**src/rtl/lbmc_pkg.sv**
```systemverilog
// ----------------------------------------------------------------------------
// lbmc_pkg
// Shared constants, types and lattice tables for the D3Q27 collision core.
// ----------------------------------------------------------------------------
package lbmc_pkg;

   localparam int DIST_WIDTH = 24;
   localparam int FRAC_BITS  = 18;
   localparam int NDIR       = 27;
   localparam int DIR_W      = 5;
   localparam int SUM_W      = DIST_WIDTH + 5;
   localparam int RHO_W      = 22;
   localparam int VEL_W      = FRAC_BITS + 2;
   localparam int RATE_W     = 17;
   localparam int USQ_W      = 2 * FRAC_BITS + 3;
   localparam int CSR_IDX_W  = 1;
   localparam int CSR_DATA_W = RHO_W;

   localparam logic [DIR_W-1:0]  LAST_DIR    = DIR_W'(NDIR - 1);
   localparam logic [RHO_W-1:0]  RHO_ONE     = RHO_W'(1) << FRAC_BITS;
   localparam logic [RATE_W-1:0] RATE_RESET  = 17'd109227;
   localparam logic [RHO_W-1:0]  LIMIT_RESET = 22'd2621440;
   localparam logic [31:0]       RECIP_27    = 32'd2545165808;

   localparam logic [CSR_IDX_W-1:0] CSR_RATE  = 1'b0;
   localparam logic [CSR_IDX_W-1:0] CSR_LIMIT = 1'b1;

   typedef enum logic [2:0] {
      ST_COLLECT,
      ST_GUARD,
      ST_DIV_LOAD,
      ST_DIV_RUN,
      ST_SQUARE,
      ST_EMIT,
      ST_DRAIN
   } ctrl_state_type;

   typedef struct packed {
      logic [RHO_W-1:0]        rho;
      logic signed [VEL_W-1:0] vx;
      logic signed [VEL_W-1:0] vy;
      logic signed [VEL_W-1:0] vz;
      logic [USQ_W-1:0]        usq;
      logic [RATE_W-1:0]       rate;
   } node_type;

   localparam logic signed [1:0] DIR_X [NDIR] = '{
      2'sd0, 2'sd1, 2'sd0, -2'sd1, 2'sd0, 2'sd0, 2'sd0,
      2'sd1, -2'sd1, -2'sd1, 2'sd1, 2'sd1, 2'sd0, -2'sd1, 2'sd0,
      2'sd1, 2'sd0, -2'sd1, 2'sd0,
      2'sd1, -2'sd1, -2'sd1, 2'sd1, 2'sd1, -2'sd1, -2'sd1, 2'sd1};
   localparam logic signed [1:0] DIR_Y [NDIR] = '{
      2'sd0, 2'sd0, 2'sd1, 2'sd0, -2'sd1, 2'sd0, 2'sd0,
      2'sd1, 2'sd1, -2'sd1, -2'sd1, 2'sd0, 2'sd1, 2'sd0, -2'sd1,
      2'sd0, 2'sd1, 2'sd0, -2'sd1,
      2'sd1, 2'sd1, -2'sd1, -2'sd1, 2'sd1, 2'sd1, -2'sd1, -2'sd1};
   localparam logic signed [1:0] DIR_Z [NDIR] = '{
      2'sd0, 2'sd0, 2'sd0, 2'sd0, 2'sd0, 2'sd1, -2'sd1,
      2'sd0, 2'sd0, 2'sd0, 2'sd0, 2'sd1, 2'sd1, 2'sd1, 2'sd1,
      -2'sd1, -2'sd1, -2'sd1, -2'sd1,
      2'sd1, 2'sd1, 2'sd1, 2'sd1, -2'sd1, -2'sd1, -2'sd1, -2'sd1};

   function automatic logic signed [1:0] dir_comp(input logic [1:0] axis,
                                                  input logic [DIR_W-1:0] j);
      logic signed [1:0] c;
      c = 2'sd0;
      if (j <= LAST_DIR) begin
         unique case (axis)
            2'd0:    c = DIR_X[j];
            2'd1:    c = DIR_Y[j];
            default: c = DIR_Z[j];
         endcase
      end
      return c;
   endfunction

   // weight n/216 with n = 64, 16, 4, 1 as a left shift of n
   function automatic logic [2:0] weight_shift(input logic [DIR_W-1:0] j);
      logic [2:0] s;
      if (j == '0) begin
         s = 3'd6;
      end else if (j <= DIR_W'(6)) begin
         s = 3'd4;
      end else if (j <= DIR_W'(18)) begin
         s = 3'd2;
      end else begin
         s = 3'd0;
      end
      return s;
   endfunction

endpackage

```
**src/rtl/lbmc_vel_div.sv**
```systemverilog
// ----------------------------------------------------------------------------
// lbmc_vel_div
// Radix-2 restoring divider: momentum * 2^18 / density, rounded and clamped.
// ----------------------------------------------------------------------------
module lbmc_vel_div (
   input  logic                                 clock,
   input  logic                                 reset,
   input  logic                                 start,
   input  logic signed [lbmc_pkg::SUM_W-1:0]    mom,
   input  logic [lbmc_pkg::RHO_W-1:0]           rho,
   output logic                                 done,
   output logic signed [lbmc_pkg::VEL_W-1:0]    vel
);
   import lbmc_pkg::*;

   localparam int QB  = FRAC_BITS + 2;
   localparam int NUM_W = SUM_W + FRAC_BITS;

   logic             run_ff;
   logic [4:0]       cnt_ff;
   logic [RHO_W-1:0] rem_ff;
   logic [QB-1:0]    num_ff;
   logic [QB-1:0]    q_ff;
   logic             neg_ff;
   logic             sat_ff;
   logic             done_ff;

   logic [SUM_W-1:0] mag;
   logic [NUM_W-1:0] num_full;
   logic [RHO_W:0]   trial;
   logic             ge;
   logic [RHO_W:0]   diff;
   logic [QB-1:0]    qmag;

   assign mag      = mom[SUM_W-1] ? SUM_W'(-mom) : SUM_W'(mom);
   assign num_full = {mag, {FRAC_BITS{1'b0}}} + NUM_W'(rho >> 1);
   assign trial    = {rem_ff, num_ff[QB-1]};
   assign ge       = trial >= {1'b0, rho};
   assign diff     = trial - {1'b0, rho};

   always_ff @(posedge clock) begin
      if (reset) begin
         run_ff  <= 1'b0;
         cnt_ff  <= '0;
         done_ff <= 1'b0;
      end else begin
         done_ff <= 1'b0;
         if (start) begin
            run_ff <= 1'b1;
            cnt_ff <= 5'(QB);
         end else if (run_ff) begin
            cnt_ff <= cnt_ff - 5'd1;
            if (cnt_ff == 5'd1) begin
               run_ff  <= 1'b0;
               done_ff <= 1'b1;
            end
         end
      end
   end

   always_ff @(posedge clock) begin
      if (start) begin
         neg_ff <= mom[SUM_W-1];
         sat_ff <= {1'b0, mag} >= (SUM_W + 1)'({rho, 1'b0});
         rem_ff <= num_full[QB+RHO_W-1:QB];
         num_ff <= num_full[QB-1:0];
         q_ff   <= '0;
      end else if (run_ff) begin
         rem_ff <= ge ? diff[RHO_W-1:0] : trial[RHO_W-1:0];
         num_ff <= num_ff << 1;
         q_ff   <= {q_ff[QB-2:0], ge};
      end
   end

   assign qmag = (sat_ff || q_ff > (QB'(1) << FRAC_BITS)) ? (QB'(1) << FRAC_BITS) : q_ff;
   assign vel  = neg_ff ? VEL_W'(-$signed(qmag)) : VEL_W'($signed(qmag));
   assign done = done_ff;

endmodule

```
**config.mk**
```make
export PLATFORM = sky130hd
export DESIGN_NAME = lbmc_vel_div
export DESIGN_NICKNAME = d
export VERILOG_FILES = /design/src/rtl/lbmc_pkg.sv /design/src/rtl/lbmc_vel_div.sv
export SDC_FILE = /design/constraint.sdc
export NUM_CORES = 1
export LEC_CHECK = 0
export ABC_CLOCK_PERIOD_IN_PS = 4600
export BUFFER_PORTS_ARGS = -buffer_cell sky130_fd_sc_hd__buf_4
export CORE_ASPECT_RATIO = 0.75
export CORE_UTILIZATION = 55
export CTS_CLUSTER_DIAMETER = 200
export DETAILED_ROUTE_END_ITERATION = 12
export PLACE_DENSITY_LB_ADDON = 0.25
export SKIP_CTS_REPAIR_TIMING = 1
export SLEW_MARGIN = 20
export SYNTH_ARGS = -nofsm -noshare
export SYNTH_HDL_FRONTEND = slang
export SYNTH_SLANG_ARGS = --single-unit
```
**constraint.sdc**
```tcl
create_clock -name clock -period 4.6 [get_ports clock]
set_clock_uncertainty 0.2 [all_clocks]
set_input_delay 1.15 -clock clock [delete_from_list [all_inputs] [get_ports clock]]
set_output_delay 1.15 -clock clock [all_outputs]
set_load 0.02 [all_outputs]
```
==> summary.md, run 1 <==
| Metric | Value |
|---|---|
| Status | finished with violations |
| Failing checks | negative setup slack |
| Post-synth EDFFs | 44 |
| Min Tclk post-route | 5098 ps |
| Fin crit share | 110.8% |
| Fmax | between 0.15 and 0.2 GHz |
| Arrival time worst endpoint | roughly 3800 ps |
| Final GP Congestion | 0.9626 |
| Register area share after synthesis | approximately 28% |
| Top cells by area, synth | edfxtp_1 20%, ha_1 9.5%, dfxtp_1 8.2% |
| Synthesis Warnings | 0 |
| RSZ-0062 raised after global routing | yes |
| First-pass GRT wire length | between 30 and 40 mm |
| Initial DRC Count | approximately 720 |
| Leakage | 0.003373 µW |
| Most numerous cell in the Yosys netlist | nor2_1 |
| Vias/cell | 6.292 |
| Syn Inst Count | 773 |
| Hold Crit Class | reg -> reg |
| Startpoint types | flop |
| CTS tree | done |
| Core Area | 11660 µm² |
| P&R area growth vs syn | 22.57% |
| HPWL after DPL | about 14 mm |
| Number of port buffers | 74 |
| Worst slew pin tran | about 1100 ps |
| Die Height | 96.96 µm |
| H-tree Lvls | 3 |
| Routed vias | 6500 |
| CTS buffer count | 9 |
| Nets | just under 1000 |
| Synth Cell Area | approximately 6600 µm² |
| Yosys reg bits | 71 |
| # IOs | 75 |
| CP Capture Point | vel[6] |
| Clock Pin Slew Worst Setup and Hold Paths | 60 ps |
| Total GRT Usage | 30.63% |
| Longest Clk Path Bufs | 2 |
| Yosys top cell area share | around a fifth |
| Antenna viol nets, final | 0 |
| Pre-CTS WS | -96.81 ps |
| Root buffer cell | clkbuf_16 |
| Die area | 12470 µm² |
| Slew Viols, Final | 0 |
| DR WL/cell | between 15 and 20 µm |
| R2R Setup Slk | 1130 ps |
| Top post-synthesis cells by count | 78 x nor2_1, 51 x inv_1, 50 x ha_1 |
| Overflow after GRT | 0 |
| Crit path kind | reg -> out |
| Yosys cell types | between 70 and 80 |
| Crit path launch | q_ff[2] |
| Fin. Hold Viols | 0 |
| DR pass1 iterations | 5 |
| Reg-to-reg startpoint | num_ff[19] |
| Post-synth top area cell | edfxtp_1 |
| Post-Syn Nets | 879 |
| Clock Sinks | 71 |
| Max-slew headroom | between 20% and 30% |
| Largest net degree at the start of global routing | 43 |
| DR DRC count | 0 |
| Final cell count without fillers | 1033 |
| Skew-Pair Late Insertion Delay | around 340 ps |
| Row count | 34 |
| Initial antenna violation count | 0 |
| CP endpoint kind | output port |
| Routed WL | ~19 mm |
| Die Span X | 128.6 µm |
| Initial core utilization | 56.73% |
| PD cells | 344.4 nW/µm² |
| Diodes inserted | 0 |
| PnR worst setup slack | -498.3 ps |
| Ys flop type | edfxtp_1 |
| Max cap viols | 0 |
| Dpl cells | 1009 |
| Final setup violation count | 10 |
| Worst vdd ir | 0.0002429 V |
| Syn avg cell area | 8.554 µm² |
| Fraction of layout cells with a size suffix above 1 | a little under a quarter |
| Async SR Flop Fraction | 0% |
| Critical Path RT | between 3000 and 4000 ps |
| RR Endpoint | rem_ff[20] |
| Worst r2r path cells | 11 |
| Vias in the first global route | 6032 |
| Critical path fanouts, max | 8 |
area by class of cell:
type                    count  area [µm²]
multi-input cells         612        4577
fillers                   898        3551
flip-flops and latches     71        1863
repair buffers            121       954.7
clock buffers              10       250.2
well taps                 162       202.7
inverters                  51       191.4
clock inverters             6       66.31
how the worst min path moves through the flow:
stage / from / endpoint / slack, ps / depth (start not counted)
finish: cnt_ff[1] / cnt_ff[1] / 320 / 2
global route: num_ff[5] / num_ff[6] / 360 / 1
CTS: cnt_ff[1] / cnt_ff[1] / 330 / 2
detailed placement: cnt_ff[1] / cnt_ff[1] / 320 / 2
global placement: cnt_ff[1] / cnt_ff[1] / 280 / 2
floorplan: cnt_ff[1] / cnt_ff[1] / 270 / 2
registers in the layout (all words and copies together) (netlist names):
name    count
run_ff      1
q_ff       20
sat_ff      1
done        1
cnt_ff      5
rem_ff     22
neg_ff      1
num_ff     20
cells in the final DEF, fill, tap and decap left out, types with 10 or more instances in the layout:
master     count
buf_4        111
nor2_1        76
inv_1         50
ha_1          49
edfxtp_1      44
a21oi_1       42
nand2_1       37
xnor2_1       35
o21ai_0       32
xor2_1        28
mux2i_1       27
dfxtp_1       26
mux2_2        21
nor3_1        19
a211oi_1      19
nand3_1       18
or4_1         11
nand2b_1      11
o31ai_1       11
a21o_1        11
o211ai_1      10
clkbuf_16     10
layer usage:
| metal | wire length (µm) | global-route usage (%) | vias to the layer above |
|---|---|---|---|
| met5 | 0 | 0 | - |
| met4 | 431 | 9.864 | 0 |
| met3 | 1677 | 5.863 | 35 |
| met2 | 8396 | 44.24 | 344 |
| met1 | 8575 | 45.47 | 3066 |
| li1 | - | - | 3055 |
per-stage QoR:
step / hold slack (ps) / TNS (ps) / util [%] / power (µW) / cell area (µm²)
after floorplan: 268.8 / -1971 / - / 1663 / 6723
after global placement: 284.1 / 0 / 65.49 / 1928 / 7634
after detailed placement: 316.4 / -408.8 / 65.49 / 1981 / 7634
after CTS: 325.6 / -3526 / 68.21 / 2735 / 7950
after global routing: 362.9 / -4913 / 69.54 / 2940 / 8105
final: 319.7 / -3912 / 69.54 / 2792 / 8105
worst max-delay path, stage by stage, from the launching register on:
cell and delay (ps):
dfxtp_2 310, or4_4 530, or3_4 360, nor3_4 170, nand2_2 90, or4_4 450
a211oi_4 360, nand2_2 130, ha_4 210, nor2b_4 130, buf_6 160, a211oi_1 110
nor3_4 260, buf_6 150
report_power, final:
group          switching (µW)  total [µW]  internal [µW]
Clock                     289         744            455
Combinational             703        1210            511
Sequential               50.5         834            783
Total                    1040        2790           1750
cells by family after synthesis:
group / synth area share [%]
AND/OR/NAND/NOR: 19.77
AO/OA/AOI/OAI: 20.68
buffers and inverters: 5.185
flip-flops: 28.16
XOR/XNOR: 8.477
adder cells (fa/ha/maj): 10.07
multiplexers: 7.663
Note: power is estimated with default switching activity, not from simulation.
==> inputs of run 2 (changes only) <==
--- a/config.mk
+++ b/config.mk
@@ -5,7 +5,7 @@
 export SDC_FILE = /design/constraint.sdc
 export NUM_CORES = 1
 export LEC_CHECK = 0
-export ABC_CLOCK_PERIOD_IN_PS = 4600
+export ABC_CLOCK_PERIOD_IN_PS = 6500
 export BUFFER_PORTS_ARGS = -buffer_cell sky130_fd_sc_hd__buf_4
 export CORE_ASPECT_RATIO = 0.75
 export CORE_UTILIZATION = 55
==> constraint.sdc (replaced) <==
create_clock -name clock -period 6.5 [get_ports clock]
set_clock_uncertainty 0.2 [all_clocks]
set_input_delay 1.625 -clock clock [delete_from_list [all_inputs] [get_ports clock]]
set_output_delay 1.625 -clock clock [all_outputs]
set_load 0.02 [all_outputs]
==> run 2 against run 1 <==
The run now ends clean. Non-clock buffer count shrank 44. Global-route usage shrank 1.3 points. Flip-flop and latch count unchanged. Routed wire length decreased by 8.4%. Die area did not move. Setup slack improved by 940 ps. Final area down 7.3%. Clock-buffer cell count grew 1. Clock power fell by 41%. Largest power group unchanged. Highest routed layer unchanged.
==> summary.md, run 2 (synthesized netlist as in run 1, its figures left out) <==
| Metric | Value |
|---|---|
| Status | finished, final reports clean |
| Startpoint types | flop |
| Fin crit share | roughly 93% |
| Initial antenna violation count | 0 |
| PD cells | 243.8 nW/µm² |
| Worst vdd ir | 0.0001439 V |
| Max FFs per register | 22 |
| Vias/cell | 6.298 |
| Fillers | between 900 and 1000 |
| HPWL after DPL | between 10 and 15 mm |
| Number of port buffers | 74 |
| Routed WL | 17.48 mm |
| Routed vias | just over 6000 |
| # IOs | 75 |
| DR WL/cell | roughly 18 µm |
| Arrival time worst endpoint | 4230 ps |
| Clock Pin Slew Worst Setup and Hold Paths | about 50 ps |
| Final setup violation count | 0 |
| DR DRC count | 0 |
| PnR worst setup slack | 440.2 ps |
| RSZ-0062 raised after global routing | no |
| Tot Pwr | 1833 µW |
| Clock Sinks | just over 70 |
| Commonest cells after routing, fill and taps aside | 78 x nor2_1, 77 x buf_4, 51 x inv_1, 50 x ha_1, 44 x edfxtp_1 |
| P&R area growth vs syn | 13.68% |
| Max-slew headroom | 27.04% |
| Initial DRC Count | between 600 and 700 |
| Overflow after GRT | 0 |
| Vias in the first global route | slightly below 6000 |
| Max cap viols | 0 |
| Row count | 34 |
| H-tree Lvls | 3 |
| CTS tree | done |
| CP endpoint kind | output port |
| CTS buffer count | 9 |
| Critical Path RT | 4680 ps |
| Final Util | 64.49% |
| Total Neg Setup Slack | 0 ps |
| Die area | 12470 µm² |
| Die Height | roughly 97 µm |
| Nets | 928 |
| Largest Register | rem_ff |
| Fraction of layout cells with a size suffix above 1 | 15.84% |
| Diodes inserted | 0 |
| Leakage | roughly 0.003 µW |
| Largest net degree at the start of global routing | 62 |
| Seq. cell area | 1862 µm² |
| Hold Crit Class | reg -> reg |
| Skew-Pair Late Insertion Delay | approximately 340 ps |
| Final GP Congestion | 0.9155 |
| Most common cell after layout, fill and taps aside | nor2_1 |
| Initial core utilization | 56.73% |
| Min Tclk post-route | ~6000 ps |
| Area of the multi-input gates | 4425 µm² |
| Crit path kind | reg -> out |
| Slew Viols, Final | 0 |
| Longest Clk Path Bufs | 2 |
| Critical path fanouts, max | 8 |
| Antenna viol nets, final | 0 |
| Core Area | ~12000 µm² |
| Worst slew pin tran | 1094 ps |
| Pre-CTS WS | 632.1 ps |
| Fin. Hold Viols | 0 |
| Fmax | 0.1650 GHz |
| DR pass1 iterations | 5 |
| First-pass GRT wire length | 29.26 mm |
| Root buffer cell | clkbuf_16 |
| Total GRT Usage | between 20% and 30% |
| Die Span X | 128.6 µm |
| Biggest regs | rem_ff: 22 flops, num_ff: 20 flops, q_ff: 20 flops |
## run 2: changes by cell type in the layout (fill, tap and decap cells not counted), sizes merged
cell / delta
buf: -44
bufinv: -1
clkbuf: +1
clkinvlp: +1
inv: -1
## run 2: critical path, stage by stage (launching register included)
cell and delay, ps:
dfxtp_1 370, or4_4 570, or3_4 370, nor3_4 190, nand2_2 120, or4_4 530, a211oi_4 410, nand2_1 130
ha_1 270, nor2b_2 340, nor2_2 140, a311oi_1 250, buf_4 190
## run 2: area by class of cell
cell class,count,area share [%]
clock inverters,5,0.3329
multi-input cells,612,58.87
clock buffers,11,3.096
flip-flops and latches,71,24.77
well taps,162,2.696
inverters,51,2.547
repair buffers,77,7.690
## run 2: final timing paths
kind | slack (ps) | from | endpoint | cells past startpoint
setup / recovery | 440 | q_ff[2] | vel[14] | 12
hold / removal | 310 | cnt_ff[1] | cnt_ff[1] | 2
setup reg to reg | 2740 | rem_ff[16] | rem_ff[10] | 9
hold reg to reg | 310 | cnt_ff[1] | cnt_ff[1] | 2
## run 2: metal layers
layer	vias to the layer above	GRT usage [%]	wire, µm
li1	2963	-	-
met1	2951	44.19	8340
met3	26	5.586	1623
met4	0	7.964	257
met2	289	42.20	7256
met5	-	0	0
## run 2: metrics by stage
step	std cells	hold WS, ps	area (µm²)
6_report	989	305.7	7517
3_5_place_dp	973	305.0	7257
2_1_floorplan	773	268.8	6613
4_1_cts	989	313.2	7515
5_1_grt	989	355.5	7517
3_3_place_gp	973	286.4	7257
## run 2: report_power, final
part,switching (µW),leakage (µW),internal (µW)
Sequential,35.3,0.000660,555
Combinational,470,0.00230,333
Clock,186,0.000124,254
==> inputs of run 3 (changes only) <==
--- a/config.mk
+++ b/config.mk
@@ -7,12 +7,13 @@
 export LEC_CHECK = 0
 export ABC_CLOCK_PERIOD_IN_PS = 6500
 export BUFFER_PORTS_ARGS = -buffer_cell sky130_fd_sc_hd__buf_4
+export CELL_PAD_IN_SITES_DETAIL_PLACEMENT = 1
+export CELL_PAD_IN_SITES_GLOBAL_PLACEMENT = 1
 export CORE_ASPECT_RATIO = 0.75
-export CORE_UTILIZATION = 55
+export CORE_UTILIZATION = 49
 export CTS_CLUSTER_DIAMETER = 200
 export DETAILED_ROUTE_END_ITERATION = 12
 export PLACE_DENSITY_LB_ADDON = 0.25
-export SKIP_CTS_REPAIR_TIMING = 1
 export SLEW_MARGIN = 20
 export SYNTH_ARGS = -nofsm -noshare
 export SYNTH_HDL_FRONTEND = slang
==> run 3 against run 2 <==
Combinational power rose by 6.8%. Die area rose by 12%. Cell count rose by 0.91%. Routed wire length rose by 24%.
==> summary.md, run 3 (synthesized netlist as in run 1, its figures left out) <==
| Metric | Value |
|---|---|
| Setup Fix Bufs, Post-CTS | 0 |
| Largest Register | rem_ff |
| Core Area | about 13000 µm² |
| RR Endpoint | rem_ff[0] |
| Final cell count without fillers | 998 |
| Worst vdd ir | 0.0001461 V |
| Die Span X | between 100 and 150 µm |
| Number of port buffers | 74 |
| Arrival time worst endpoint | 4380 ps |
| # IOs | 75 |
| Diodes inserted | 0 |
| DR WL/cell | 21.71 µm |
| Longest Clk Path Bufs | 2 |
| Biggest regs | rem_ff: 22 flops, num_ff: 20 flops, q_ff: 20 flops |
| Initial DRC Count | 427 |
| Clock Pin Slew Worst Setup and Hold Paths | 60 ps |
| Leakage | 0.003103 µW |
| Nets | just over 900 |
| Fin crit share | a little over nine tenths |
| HPWL after DPL | 15.88 mm |
| Hold Crit Class | reg -> reg |
| Dpl cells | 982 |
| Vias/cell | 6.346 |
| Min Tclk post-route | 6201 ps |
| Vias in the first global route | between 6000 and 7000 |
| Fmax | around 0.16 GHz |
| Total GRT Usage | between 30% and 40% |
| PD cells | 259.6 nW/µm² |
| Final GP Congestion | 0.8603 |
| Fin. Hold Viols | 0 |
| DR DRC count | 0 |
| Slew Viols, Final | 0 |
| Initial core utilization | just over 50% |
| Antenna viol nets, final | 0 |
| Startpoint types | flop |
| Root buffer cell | clkbuf_16 |
| Overflow after GRT | 0 |
| Critical path fanouts, max | 8 |
| Hold Path Sink | num_ff[9] |
| Die area | 13970 µm² |
| Pre-CTS WS | 466.1 ps |
| First-pass GRT wire length | 33.81 mm |
| Max FFs per register | 22 |
| Final setup violation count | 0 |
| RSZ-0062 raised after global routing | no |
| CTS tree | done |
| Initial antenna violation count | 0 |
| Fraction of layout cells with a size suffix above 1 | roughly 16% |
| PnR worst setup slack | 298.8 ps |
| Largest net degree at the start of global routing | 71 |
| Status | finished, final reports clean |
| Row count | 36 |
| Routed vias | 6333 |
| Worst hold path startpoint | num_ff[8] |
| Crit path kind | reg -> out |
| Hold path cells | 1 |
| Clock Sinks | 71 |
| P&R area growth vs syn | 14.47% |
| Routed WL | 21.66 mm |
| Die Height | a little over 100 µm |
| Skew-Pair Late Insertion Delay | between 300 and 400 ps |
| Max-slew headroom | 45.58% |
| Most common cell after layout, fill and taps aside | nor2_1 |
| Crit path launch | q_ff[2] |
| Max cap viols | 0 |
| CP endpoint kind | output port |
| Total Neg Setup Slack | 0 ps |
| H-tree Lvls | 3 |
| Critical Path RT | 4680 ps |
| DR pass1 iterations | 5 |
| CTS buffer count | 9 |
| Reg-to-reg startpoint | rem_ff[16] |
| Worst slew pin tran | 816.3 ps |
| Commonest cells after routing, fill and taps aside | 78 x nor2_1, 77 x buf_4, 51 x inv_1, 50 x ha_1, 44 x edfxtp_1 |
| R2R Setup Slk | 2450 ps |
| Worst r2r path cells | 10 |
-- run 3: worst max-delay path, cell delays in order, from the launching register on --
cell,delay (ps)
dfxtp_1,370
or4_4,580
or3_4,370
nor3_4,210
nand2_2,140
or4_4,540
a211oi_4,430
nand2_1,140
ha_1,280
nor2b_2,370
nor2_2,160
nor3_1,260
buf_4,190
-- run 3: final cells by class --
cell class	instances	area, µm²
Inverter	51	191.4
Tap cell	171	214.0
Multi-Input combinational cell	612	4428
Sequential cell	71	1862
Fill cell	1559	5493
Clock inverter	7	71.32
Clock buffer	9	225.2
Timing Repair Buffer	77	578.1
-- run 3: layer usage --
metal  GRT usage [%]  part of all wire, %  vias to the layer above
met3           4.572                  4.8                       22
li1                -                    -                     2967
met4           5.641                 0.92                        0
met1           45.10                   48                     3146
met5               0                    0                        -
met2           50.76                   46                      198
-- run 3: worst max-delay path by stage --
stage,cells past startpoint,to
6_report,12,vel[6]
3_3_place_gp,12,vel[4]
5_1_grt,12,vel[4]
2_1_floorplan,12,vel[4]
4_1_cts,12,vel[8]
3_5_place_dp,12,vel[12]
-- run 3: per-stage QoR --
stage | cell area, µm² | hold slack [ps] | util (%) | total power (µW)
6_report | 7570 | 347.0 | 57.95 | 1965
5_1_grt | 7570 | 365.4 | 57.95 | 2050
4_1_cts | 7565 | 351.7 | 57.91 | 1943
3_5_place_dp | 7268 | 313.6 | 55.64 | 1414
3_3_place_gp | 7268 | 287.4 | 55.64 | 1356
2_1_floorplan | 6613 | 268.8 | - | 1169
-- run 3: where the power goes --
part	switching, µW	internal [µW]
registers	37.6	554
logic	522	336
clock network	217	298
total	776	1190
-- run 3: what timing repair did --
action / 4_1_cts / 5_1_grt
gates resized for setup: 0 / 1
hold buffers: 0 / 0
endpoints found under the setup margin: 0 / 7
